## src/rtl/bfra_pkg.sv

```systemverilog
`timescale 1ns / 1ps
// ----------------------------------------------------------------------------
// bfra_pkg
// Shared types and constants for the bitmap free-run allocator.
// ----------------------------------------------------------------------------
package bfra_pkg;

  localparam int MAX_BYTES  = 128;
  localparam int IDX_SPACE  = 128;
  localparam int LIMIT      = (MAX_BYTES < IDX_SPACE) ? MAX_BYTES : IDX_SPACE;
  localparam int BYTE_AW    = $clog2(MAX_BYTES);
  localparam int MAP_W      = 8;
  localparam int USED_W     = $clog2(LIMIT + 1);
  localparam int NBITS_W    = USED_W + 3;
  localparam int IDX_W      = 10;
  localparam int LEN_W      = 11;
  localparam int OP_W       = 2;

  typedef enum logic [OP_W-1:0] {
    OP_SCAN  = 2'd0,
    OP_TEST  = 2'd1,
    OP_SET   = 2'd2,
    OP_CLEAR = 2'd3
  } op_t;

  typedef enum logic [2:0] {
    ST_IDLE,
    ST_PRIME,
    ST_SCAN,
    ST_READ,
    ST_MODIFY,
    ST_DONE
  } state_t;

  typedef struct packed {
    logic             hit;
    logic [IDX_W-1:0] start;
    logic [LEN_W-1:0] run_out;
  } scan_res_t;

endpackage

```

## src/rtl/bfra_mem.sv

```systemverilog
`timescale 1ns / 1ps
// ----------------------------------------------------------------------------
// bfra_mem
// Occupancy byte store with one write and one registered read port.
// Per-entry valid bits make unwritten bytes read as zero after reset.
// ----------------------------------------------------------------------------
module bfra_mem (
  input  logic                        clk,
  input  logic                        rst_n,
  input  logic                        we,
  input  logic [bfra_pkg::BYTE_AW-1:0] waddr,
  input  logic [7:0]                  wdata,
  input  logic [bfra_pkg::BYTE_AW-1:0] raddr,
  output logic [7:0]                  rdata
);

  logic [7:0]                     mem [bfra_pkg::MAX_BYTES];
  logic [bfra_pkg::MAX_BYTES-1:0] vld_r;
  logic [7:0]                     q_r;
  logic                           qv_r;

  always_ff @(posedge clk) begin
    if (we) begin
      mem[waddr] <= wdata;
    end
    q_r <= mem[raddr];
  end

  always_ff @(posedge clk) begin
    if (!rst_n) begin
      vld_r <= '0;
      qv_r  <= 1'b0;
    end else begin
      if (we) begin
        vld_r[waddr] <= 1'b1;
      end
      qv_r <= vld_r[raddr];
    end
  end

  assign rdata = qv_r ? q_r : 8'h00;

endmodule

```

## src/rtl/bfra_scan.sv

```systemverilog
`timescale 1ns / 1ps
// ----------------------------------------------------------------------------
// bfra_scan
// Byte scan unit: extends the current free-run count over one map byte and
// reports whether a run of the requested length completes and where it starts.
// ----------------------------------------------------------------------------
module bfra_scan (
  input  logic [7:0]                   map_byte,
  input  logic [bfra_pkg::BYTE_AW-1:0] byte_addr,
  input  logic [bfra_pkg::LEN_W-1:0]   run_in,
  input  logic [bfra_pkg::LEN_W-1:0]   run_length,
  output bfra_pkg::scan_res_t          res
);

  logic [bfra_pkg::LEN_W-1:0] run;
  logic                       hit;
  logic [2:0]                 hit_pos;
  logic [bfra_pkg::LEN_W-1:0] last_idx;
  logic [bfra_pkg::LEN_W-1:0] start_full;

  always_comb begin
    run     = run_in;
    hit     = 1'b0;
    hit_pos = 3'd0;
    for (int i = 0; i < 8; i++) begin
      if (!hit) begin
        if (map_byte[i]) begin
          run = '0;
        end else begin
          run = run + 1'b1;
          if (run == run_length) begin
            hit     = 1'b1;
            hit_pos = 3'(i);
          end
        end
      end
    end
    last_idx   = bfra_pkg::LEN_W'({byte_addr, hit_pos});
    start_full = last_idx + 1'b1 - run_length;
    res.hit     = hit;
    res.start   = start_full[bfra_pkg::IDX_W-1:0];
    res.run_out = run;
  end

endmodule

```

## src/rtl/bitmap_free_run_allocator.sv

```systemverilog
`timescale 1ns / 1ps
// ----------------------------------------------------------------------------
// bitmap_free_run_allocator
// First-fit contiguous bitmap allocator with scan, test, set and clear.
// ----------------------------------------------------------------------------
// An item is taken when start is high and busy is low; busy stays high until
// its single result has been shown on the out_ ports for one cycle with
// out_valid, and the receiver must take it then. A test, set or clear passes
// through the read, modify and done states before the result strobe, because
// the map byte is read through the registered port of the byte store and then
// modified. A scan primes the read of byte zero, then walks the map one byte
// per cycle through the scan unit, visiting at most the number of bytes in
// use (map_bytes clamped to 128), and then shows its result. An out of range
// index, a zero run length or a run longer than the map goes straight to the
// result strobe. The map reads as all zero right after reset, with no wait.
module bitmap_free_run_allocator (
  input  logic                          clk,
  input  logic                          rst_n,
  input  logic                          start,
  output logic                          busy,
  input  logic [bfra_pkg::OP_W-1:0]     in_operation,
  input  logic [bfra_pkg::IDX_W-1:0]    in_bit_index,
  input  logic [bfra_pkg::LEN_W-1:0]    in_run_length,
  output logic                          out_valid,
  output logic                          out_found,
  output logic [bfra_pkg::IDX_W-1:0]    out_run_start,
  output logic                          out_bit_value,
  output logic                          out_out_of_range,
  input  logic                          cfg_we,
  input  logic [bfra_pkg::MAP_W-1:0]    cfg_wdata
);

  bfra_pkg::state_t state_r, state_nxt;
  bfra_pkg::op_t    op_r, op_nxt, in_op;

  logic [bfra_pkg::MAP_W-1:0]   map_bytes_r;
  logic [bfra_pkg::USED_W-1:0]  used_now;
  logic [bfra_pkg::NBITS_W-1:0] nbits_now;
  logic [bfra_pkg::USED_W-1:0]  used_r, used_nxt;
  logic [bfra_pkg::IDX_W-1:0]   idx_r, idx_nxt;
  logic [bfra_pkg::LEN_W-1:0]   len_r, len_nxt;
  logic [bfra_pkg::BYTE_AW-1:0] pb_r, pb_nxt;
  logic [bfra_pkg::LEN_W-1:0]   run_r, run_nxt;
  logic                         found_r, found_nxt;
  logic [bfra_pkg::IDX_W-1:0]   rstart_r, rstart_nxt;
  logic                         val_r, val_nxt;
  logic                         oor_r, oor_nxt;

  logic                         in_oor;
  logic                         in_scan_ok;
  logic                         last_byte;

  logic                         mem_we;
  logic [bfra_pkg::BYTE_AW-1:0] mem_raddr;
  logic [bfra_pkg::BYTE_AW-1:0] mem_waddr;
  logic [7:0]                   mem_wdata;
  logic [7:0]                   mem_rdata;

  bfra_pkg::scan_res_t          scan_res;

  bfra_mem u_mem (
    .clk   (clk),
    .rst_n (rst_n),
    .we    (mem_we),
    .waddr (mem_waddr),
    .wdata (mem_wdata),
    .raddr (mem_raddr),
    .rdata (mem_rdata)
  );

  bfra_scan u_scan (
    .map_byte   (mem_rdata),
    .byte_addr  (pb_r),
    .run_in     (run_r),
    .run_length (len_r),
    .res        (scan_res)
  );

  assign in_op     = bfra_pkg::op_t'(in_operation);
  assign used_now  = (map_bytes_r > bfra_pkg::MAP_W'(bfra_pkg::LIMIT))
                   ? bfra_pkg::USED_W'(bfra_pkg::LIMIT)
                   : bfra_pkg::USED_W'(map_bytes_r);
  assign nbits_now = {used_now, 3'b000};

  assign in_oor     = bfra_pkg::NBITS_W'(in_bit_index) >= nbits_now;
  assign in_scan_ok = (in_run_length != '0)
                   && (bfra_pkg::NBITS_W'(in_run_length) <= nbits_now);
  assign last_byte  = bfra_pkg::USED_W'(pb_r) == (used_r - 1'b1);

  always_ff @(posedge clk) begin
    if (!rst_n) begin
      state_r     <= bfra_pkg::ST_IDLE;
      map_bytes_r <= bfra_pkg::MAP_W'(bfra_pkg::MAX_BYTES);
    end else begin
      state_r <= state_nxt;
      if (cfg_we) begin
        map_bytes_r <= cfg_wdata;
      end
    end
  end

  always_ff @(posedge clk) begin
    op_r     <= op_nxt;
    used_r   <= used_nxt;
    idx_r    <= idx_nxt;
    len_r    <= len_nxt;
    pb_r     <= pb_nxt;
    run_r    <= run_nxt;
    found_r  <= found_nxt;
    rstart_r <= rstart_nxt;
    val_r    <= val_nxt;
    oor_r    <= oor_nxt;
  end

  always_comb begin
    state_nxt = state_r;
    unique case (state_r)
      bfra_pkg::ST_IDLE: begin
        if (start) begin
          if (in_op == bfra_pkg::OP_SCAN) begin
            state_nxt = in_scan_ok ? bfra_pkg::ST_PRIME : bfra_pkg::ST_DONE;
          end else begin
            state_nxt = in_oor ? bfra_pkg::ST_DONE : bfra_pkg::ST_READ;
          end
        end
      end
      bfra_pkg::ST_PRIME:  state_nxt = bfra_pkg::ST_SCAN;
      bfra_pkg::ST_SCAN: begin
        if (scan_res.hit || last_byte) begin
          state_nxt = bfra_pkg::ST_DONE;
        end
      end
      bfra_pkg::ST_READ:   state_nxt = bfra_pkg::ST_MODIFY;
      bfra_pkg::ST_MODIFY: state_nxt = bfra_pkg::ST_DONE;
      bfra_pkg::ST_DONE:   state_nxt = bfra_pkg::ST_IDLE;
      default:             state_nxt = bfra_pkg::ST_IDLE;
    endcase
  end

  always_comb begin
    op_nxt     = op_r;
    used_nxt   = used_r;
    idx_nxt    = idx_r;
    len_nxt    = len_r;
    pb_nxt     = pb_r;
    run_nxt    = run_r;
    found_nxt  = found_r;
    rstart_nxt = rstart_r;
    val_nxt    = val_r;
    oor_nxt    = oor_r;
    unique case (state_r)
      bfra_pkg::ST_IDLE: begin
        op_nxt     = in_op;
        used_nxt   = used_now;
        idx_nxt    = in_bit_index;
        len_nxt    = in_run_length;
        found_nxt  = 1'b0;
        rstart_nxt = '0;
        val_nxt    = 1'b0;
        oor_nxt    = (in_op != bfra_pkg::OP_SCAN) && in_oor;
      end
      bfra_pkg::ST_PRIME: begin
        pb_nxt  = '0;
        run_nxt = '0;
      end
      bfra_pkg::ST_SCAN: begin
        if (scan_res.hit) begin
          found_nxt  = 1'b1;
          rstart_nxt = scan_res.start;
        end else begin
          run_nxt = scan_res.run_out;
          pb_nxt  = pb_r + 1'b1;
        end
      end
      bfra_pkg::ST_MODIFY: begin
        if (op_r == bfra_pkg::OP_TEST) begin
          val_nxt = mem_rdata[idx_r[2:0]];
        end
      end
      default: begin
      end
    endcase
  end

  always_comb begin
    busy      = state_r != bfra_pkg::ST_IDLE;
    out_valid = state_r == bfra_pkg::ST_DONE;
    mem_waddr = idx_r[bfra_pkg::IDX_W-1:3];
    mem_we    = 1'b0;
    mem_wdata = mem_rdata;
    mem_raddr = idx_r[bfra_pkg::IDX_W-1:3];
    unique case (state_r)
      bfra_pkg::ST_PRIME: mem_raddr = '0;
      bfra_pkg::ST_SCAN:  mem_raddr = pb_r + 1'b1;
      bfra_pkg::ST_MODIFY: begin
        case (op_r)
          bfra_pkg::OP_SET: begin
            mem_we    = 1'b1;
            mem_wdata = mem_rdata | (8'h01 << idx_r[2:0]);
          end
          bfra_pkg::OP_CLEAR: begin
            mem_we    = 1'b1;
            mem_wdata = mem_rdata & ~(8'h01 << idx_r[2:0]);
          end
          default: begin
          end
        endcase
      end
      default: begin
      end
    endcase
  end

  assign out_found        = found_r;
  assign out_run_start    = rstart_r;
  assign out_bit_value    = val_r;
  assign out_out_of_range = oor_r;

  a_accept_busy: assert property (@(posedge clk) disable iff (!rst_n)
    start && !busy |=> busy)
    else $error("accepted item did not make the block busy");

  a_single_strobe: assert property (@(posedge clk) disable iff (!rst_n)
    out_valid |=> !out_valid)
    else $error("result strobe lasted more than one cycle");

  a_found_vs_test: assert property (@(posedge clk) disable iff (!rst_n)
    out_valid |-> !(out_found && (out_bit_value || out_out_of_range)))
    else $error("scan result mixed with a bit operation result");

  a_no_write_oor: assert property (@(posedge clk) disable iff (!rst_n)
    mem_we |-> !oor_r && (state_r == bfra_pkg::ST_MODIFY))
    else $error("map written outside a valid bit operation");

endmodule
```

## config.mk

```make
export PLATFORM = sky130hd
export DESIGN_NAME = bitmap_free_run_allocator
export DESIGN_NICKNAME = d
export VERILOG_FILES = /design/src/rtl/bfra_pkg.sv /design/src/rtl/bfra_mem.sv /design/src/rtl/bfra_scan.sv /design/src/rtl/bitmap_free_run_allocator.sv
export SDC_FILE = /design/constraint.sdc
export NUM_CORES = 2
export LEC_CHECK = 0
export BUFFER_PORTS_ARGS = -buffer_cell sky130_fd_sc_hd__buf_4
export CAP_MARGIN = 40
export CORE_ASPECT_RATIO = 0.7
export CORE_MARGIN = 4
export CORE_UTILIZATION = 40
export DETAILED_ROUTE_END_ITERATION = 6
export GPL_TIMING_DRIVEN = 0
export PLACE_DENSITY_LB_ADDON = 0.1
export REMOVE_ABC_BUFFERS = 1
export SYNTH_ARGS = -nofsm -noshare
export SYNTH_HDL_FRONTEND = slang
export SYNTH_SLANG_ARGS = --single-unit
```

## constraint.sdc

```tcl
create_clock -name clk -period 32 [get_ports clk]
set_input_delay 4.8 -clock clk [delete_from_list [all_inputs] [get_ports clk]]
set_output_delay 4.8 -clock clk [all_outputs]
set_load 0.02 [all_outputs]
```

After elaboration in Yosys (flattened, before gate mapping) --
Memories as Yosys holds them, arrays and structs flattened. A register that Yosys moved wholly into a read port is not among the register bits. Index checks and enable logic that the tools add are counted.
Word-level totals: flip-flop bits (word level) 202, memory bits (writable) 1024, input bits 35, output and inout port bits 15, word-level logic and storage cells 168, memories kept 1
Cells by class: $add $sub $neg 12, magnitude comparators 7, eq/ne operators 22, shifts and indexed selects 1, mux-type cells 90, bitwise logic cells 4, reductions and logical operators 17
Memory list:
- u_mem.mem | words 128, width 8, rd ports 1, clocked after memory_dff 1, wr ports 1, line bfra_mem.sv:17 | logic [7:0] mem [bfra_pkg::MAX_BYTES];
Operators by type and width (count):
- $mux W11 | 16
- $or A128 B128 Y128 | 1
- $add A11 B1 Y11 const B | 8
- $eq A11 B11 Y1 | 8
- $mux W3 | 25
- $mux W1 | 33
- $pmux W7 S2 | 2
- $mux W8 | 3
- $pmux W11 S2 | 1
- $pmux W10 S2 | 1
- $lt A7 B8 Y1 const B | 2
- $pmux W8 S2 | 1
- $pmux W3 S5 | 1
- $ge A10 B11 Y1 | 1
- $le A11 B11 Y1 | 1
- $reduce_bool A11 Y1 | 1
- $add A10 B1 Y10 const B | 1
- $mux W10 | 1
- $sub A10 B10 Y10 | 1
- $and A8 B8 Y8 | 1
- $eq A7 B8 Y1 | 1
- $gt A8 B8 Y1 const B | 1
- $ne A2 B2 Y1 const B | 4
- $not A8 Y8 | 1
- 25 further kinds | 37

Depth between registers and ports, before layout --
depth after elaboration 29, depth in mapped cells 62, gate-level depth less buffers 56

By module --
A second synthesis with hierarchy kept.
Second synthesis, totals: cells, all modules 3551, area total of the unflattened synthesis 55375.6 µm²
By module, submodules not included:
- bfra_mem | instances 1, cells an instance 2180, area an instance 44540.2 µm², sequential area each 33492.1 µm²
- bfra_scan | instances 1, cells an instance 1064, area an instance 7203.2 µm², sequential area each 0.0 µm²
- bitmap_free_run_allocator | instances 1, cells an instance 307, area an instance 3632.2 µm², sequential area each 2082.0 µm²

Worst setup path before layout --
OpenSTA, ideal clock, no wires.
path type flip-flop to flip-flop, start register run_r[1] (netlist bit), end register rstart_r (netlist bit out_run_start[9]), data pin, setup time 0.266 ns, data arrival time 12.187 ns, data required time 31.734 ns, slack 19.546 ns, stages on the path, launching flop included 57, path buffers 5, period minus slack after synthesis 12.454 ns, cells stage by stage edfxtp_1 -> ha_1 -> buf_6 -> and3_1 -> buf_6 -> a311oi_1 -> nor3_1 -> and4_1 -> nand3_1 -> clkbuf_1 -> nand3_1 -> nand2_1 -> ha_1 -> nand3_1 -> nor4_1 -> o21ai_1 -> or4_1 -> and2_1 -> [... 21 more ...] -> a31oi_2 -> nand4_4 -> xnor3_1 -> nor4_2 -> o2111ai_2 -> and3_1 -> ha_1 -> inv_1 -> ha_1 -> fa_1 -> a21o_1 -> a21o_1 -> a21o_1 -> a21oi_1 -> o21bai_1 -> a21oi_1 -> xnor2_1 -> nor2_1
On the way: word-level cells in the longest chain between the ends 29, elaborated cells between the ends (all ways) 74, those cells by class 10 x add/sub; 8 x eq/ne; 56 x mux
Ends and longest elaborated chain:
- start: declaration | line bitmap_free_run_allocator.sv:43 | logic [bfra_pkg::LEN_W-1:0] run_r, run_nxt;
- start signal: assignment | line bitmap_free_run_allocator.sv:108 | run_r <= run_nxt;
- $add A11 B1 Y11 (*) | line bfra_scan.sv:30 | run = run + 1'b1;
- $mux W11 / $eq A11 B11 Y1 (equally long branches) | line bfra_scan.sv:27, bfra_scan.sv:31
- $add A11 B1 Y11 / $mux W1 (equally long branches) | line bfra_scan.sv:30, bfra_scan.sv:31
- $mux W11, or another cell as far along | line bfra_scan.sv:27 | if (map_byte[i]) begin
- $mux W11 / $mux W1 (equally long branches) | line bfra_scan.sv:26, bfra_scan.sv:31
- $add A11 B1 Y11, or another cell as far along | line bfra_scan.sv:30
- $mux W11, or another cell as far along | line bfra_scan.sv:27
- $mux W11, or another cell as far along | line bfra_scan.sv:26 | if (!hit) begin
- [... 13 more ...]
- $eq A11 B11 Y1 / $mux W3 (equally long branches) | line bfra_scan.sv:31, bfra_scan.sv:26
- $mux W3 | line bfra_scan.sv:31 | if (run == run_length) begin
- $mux W3 | line bfra_scan.sv:27
- $mux W3 (*) | line bfra_scan.sv:26
- $add A10 B1 Y10 (*) | line bfra_scan.sv:39 | start_full = last_idx + 1'b1 - run_length;
- $sub A10 B10 Y10 (*) | line bfra_scan.sv:39
- $mux W10 (*) | line bitmap_free_run_allocator.sv:167 | if (scan_res.hit) begin
- $pmux W10 S2 (*) | line bitmap_free_run_allocator.sv:151 | unique case (state_r)
- end signal: assignment | line bitmap_free_run_allocator.sv:110 | rstart_r <= rstart_nxt;
- end: declaration | line bitmap_free_run_allocator.sv:45 | logic [bfra_pkg::IDX_W-1:0] rstart_r, rstart_nxt;
Mark *: on every way between the ends. The rest lies on a longest branch, timed or not. The select of a mux whose other input is x is not followed. A chain may end at the register's enable or synchronous reset.

Worst setup path in the final report --
start register u_mem.qv_r, end register rstart_r (netlist bit out_run_start[9]), data pin
On the way: word-level cells in the longest chain between the ends 29, elaborated cells between the ends (all ways) 72, those cells by class 9 x add/sub; 7 x eq/ne; 56 x mux
Ends and longest elaborated chain:
- start: declaration | line bfra_mem.sv:20 | logic qv_r;
- start signal: assignment | line bfra_mem.sv:37 | qv_r <= vld_r[raddr];
- $mux W8 (*) | line bfra_mem.sv:41 | assign rdata = qv_r ? q_r : 8'h00;
- $mux W11 | line bfra_scan.sv:27
- $add A11 B1 Y11 | line bfra_scan.sv:30
- $mux W11 / $eq A11 B11 Y1 (equally long branches) | line bfra_scan.sv:27, bfra_scan.sv:31
- $mux W11 / $mux W1 (equally long branches) | line bfra_scan.sv:26, bfra_scan.sv:31
- $add A11 B1 Y11, or another cell as far along | line bfra_scan.sv:30
- $mux W11, or another cell as far along | line bfra_scan.sv:27
- $mux W11, or another cell as far along | line bfra_scan.sv:26
- [... 13 more ...]
- $eq A11 B11 Y1 / $mux W3 (equally long branches) | line bfra_scan.sv:31, bfra_scan.sv:26
- $mux W3 | line bfra_scan.sv:31
- $mux W3 | line bfra_scan.sv:27
- $mux W3 (*) | line bfra_scan.sv:26
- $add A10 B1 Y10 (*) | line bfra_scan.sv:39
- $sub A10 B10 Y10 (*) | line bfra_scan.sv:39
- $mux W10 (*) | line bitmap_free_run_allocator.sv:167
- $pmux W10 S2 (*) | line bitmap_free_run_allocator.sv:151
Marked as above.

==> qor.yml <==
rr_endpoint: "out_run_start[9]"
min_path_type: "flop to flop"
seq_area_frac_synth_pct: 64.08
fin_crit_ns: 16.81
critPathTopFamily: "simple AND/OR/NAND/NOR gates"
status: "complete, no violations"
async_flop_share_pct: 0
vias_per_cell: 5.760
start_util_pct: 40.25
fin_nets: 4165
clock_latency_ns: 0.73
syn_area_um2: 55520
synth_edf_count: 1086
placed_area_um2: 60940
rows: 114
hold_start: "u_mem.vld_r[98]"
yosys_warnings: 0
drv_cap: 0
grt_overflow: 0
core_area_um2: 137900
die_h_um: 319.7
drtAntennaViolNets: 0
max_freq_mhz: 59.48
rsz0062_at_grt: "no"
hold_end: "u_mem.vld_r[98]"
path_class: "flop to flop"
clkSlewWorstSetupHoldPaths_ns: 0.06
grt_pass1_vias: 33556
synth_compound_area_share_pct: 6.673
layout_commonest_cell: "edfxtp_1"
finalSetupViolCount: 0
cts_sinks: 1234
die_x_um: 453.3
max_stage_delay_ns: 0.83
tightest_slew_ns: 0.9762
cts-htree-levels: 3
die-area_um2: 144900
synth_top_family_by_area: "multiplexers"
worst_path_max_delay_cell: "dfxtp_1"
yosys.area_share.simple_pct: 11.46
drt_pre_antenna_iters: 5
reg2reg_depth: 51
grt_max_degree: 87
stdcell_area_um2: 64740
dp_hpwl_um: 112000
area_delta_synth_final_pct: 16.61
crit_required_ns: 32.48
hold_buffers: 0
reg2reg_from: "u_mem.qv_r"
io_pins: 50
final_layout_size_suffix_gt1_share_pct: 19.91
rrSetupSlack_ns: 15.19
wl_per_cell_um: 26.34
wl_um: 159200
synth.distinct_cells: 114
clk_path_buf_depth: 3
relSlewSlack_pct: 34.48
grt_pass1_wl_um: 234300
grt_usage_pct: 21.79
numCtsBuffers: 115
synth_xor_area_share_pct: 2.326
cp.arrival_ns: 17.29
hold_slack_ns: 0.4637
io_buffers: 49
drt_iter0_markers: 4011
ys.flop_type: "edfxtp_1"
drc_errors: 0
cts-resized-gates: 0
cts_tree: "done"
antenna_found_initial: 1
vias: 34822
gp_congestion: 0.8911
cts-root-buf: "clkbuf_16"
hold_viol: 0
worstSetupStartpointType: "flop"
syn_avg_cell_area_um2: 14.09
period_share_pct: 52.54
synth_fa_ha_area_share_pct: 1.001
diodes: 0
synth_mux_area_share_pct: 12.50
worst-path-buf-inv: 5
synth-seq-cells: 1234
syn-instance-count: 3939
postCtsSetupRepairBufs: 0
critPathCaptureType: "flop"
skew_ns: 0.02453
critical_path.max_fanout: 19
maxSlewViolCount: 0
critPathMostFrequentCell: "ha_1"
mostFrequentLayoutCells: "edfxtp_1, nor2_1, mux4_2, nand2_1, dfxtp_1"
hold_path_depth: 2
sequential cells by signal, indices dropped and copies added (netlist names), 2 cells and up:
register	cells
u_mem.vld_r	128
u_mem.q_r	8
u_mem.mem	1024
idx_r	10
out_run_start	10
len_r	11
pb_r	7
state_r	3
run_r	11
used_r	8
op_r	2
map_bytes_r	8
cells in the mapped netlist (7+ instances only):
cell / instances / area [µm²]
inv_1: 32 / 120.1
buf_1: 51 / 191.4
nand4_1: 29 / 181.4
nor2_1: 677 / 2541
nor3b_1: 11 / 82.58
and3_1: 33 / 206.5
a21oi_1: 87 / 435.4
dfxtp_1: 148 / 2963
nor4_1: 29 / 181.4
nand2b_1: 16 / 100.1
edfxtp_1: 1086 / 32610
buf_2: 21 / 105.1
nand3b_1: 7 / 52.55
o21ai_1: 12 / 60.06
o21ai_0: 111 / 555.5
and4_1: 7 / 61.31
nor2b_1: 14 / 87.58
o21a_1: 14 / 105.1
a211o_1: 8 / 70.07
nor3_1: 45 / 225.2
or4_1: 11 / 82.58
a21o_1: 30 / 225.2
mux2_2: 8 / 90.09
xnor2_1: 99 / 867.1
a311oi_1: 7 / 61.31
o22ai_1: 15 / 93.84
clkinv_1: 7 / 26.28
a31oi_1: 34 / 212.7
xor2_1: 26 / 227.7
o221ai_1: 7 / 61.31
nand2_1: 270 / 1013
nand4b_1: 7 / 61.31
ha_1: 42 / 525.5
mux2i_1: 28 / 280.3
or2_2: 8 / 50.05
o31ai_1: 11 / 82.58
a22oi_1: 9 / 67.56
and2_1: 49 / 306.5
mux4_2: 290 / 6531
nand3_1: 115 / 575.6
a211oi_1: 45 / 337.8
or3_1: 19 / 118.9
xnor3_1: 8 / 180.2
o211ai_1: 63 / 473.0
clkbuf_1: 151 / 566.8
metrics by stage:
step	std cells	util (%)	setup slack (ns)	setup TNS [ns]
finish	6045	46.94	15.19	0
global route	6045	46.94	14.39	0
CTS	6039	46.91	15.60	0
detailed placement	5820	44.18	15.71	0
global placement	5614	41.53	-27.83	-248.54
floorplan	3709	-	-8.119	-71.47
final cells by class:
cell class                 count  area, µm²
clock inverter                64      573.1
fill                       11992      73190
clock buffer                 155       3188
timing repair buffer         261       3887
multi-input combinational   2431      19030
tap                         1856       2322
sequential                  1234      35570
inverter                      44      170.2
logic make-up (layout without fill, tap and decap cells):
logic type | count (synthesis) | after routing
and+or+nand+nor | 1385 | 1385
adders and majority gates | 44 | 44
AOI/OAI and AO/OA | 540 | 540
muxes | 328 | 328
xor gates and xnor gates | 134 | 134
DFF | 1234 | 1234
buffers and inverters | 274 | 524
worst register-to-register path, delay by kind of cell (launching register included):
kind | cells | cell delay, ns
compound gates | 13 | 3.51
xor+xnor | 5 | 1.29
fa+ha+maj | 7 | 2.31
buf+inv | 5 | 0.61
flops | 1 | 0.83
mux | 1 | 0.79
simple gates | 20 | 7.24
worst max-delay path by stage:
stage / start / end / slack (ns) / depth (start not counted)
2_1_floorplan: state_r[1] / u_mem.qv_r / -8.12 / 11
3_3_place_gp: state_r[1] / u_mem.qv_r / -27.83 / 11
3_5_place_dp: u_mem.qv_r / out_run_start[9] / 15.71 / 51
4_1_cts: u_mem.qv_r / out_run_start[9] / 15.60 / 51
5_1_grt: u_mem.qv_r / out_run_start[9] / 14.39 / 51
6_report: u_mem.qv_r / out_run_start[9] / 15.19 / 51
layer usage:
layer	share of wire (%)	vias to the layer above	GRT usage, %	routed length, µm
met2	41	1298	30.20	66050
met1	49	17849	35.50	77660
met3	7.8	207	4.067	12460
met5	0	-	0	0
li1	-	15468	-	-
met4	1.9	0	4.228	3051
Power is not shown: default switching activity piles up to over one toggle a cycle in this logic, so the estimate is an artifact.
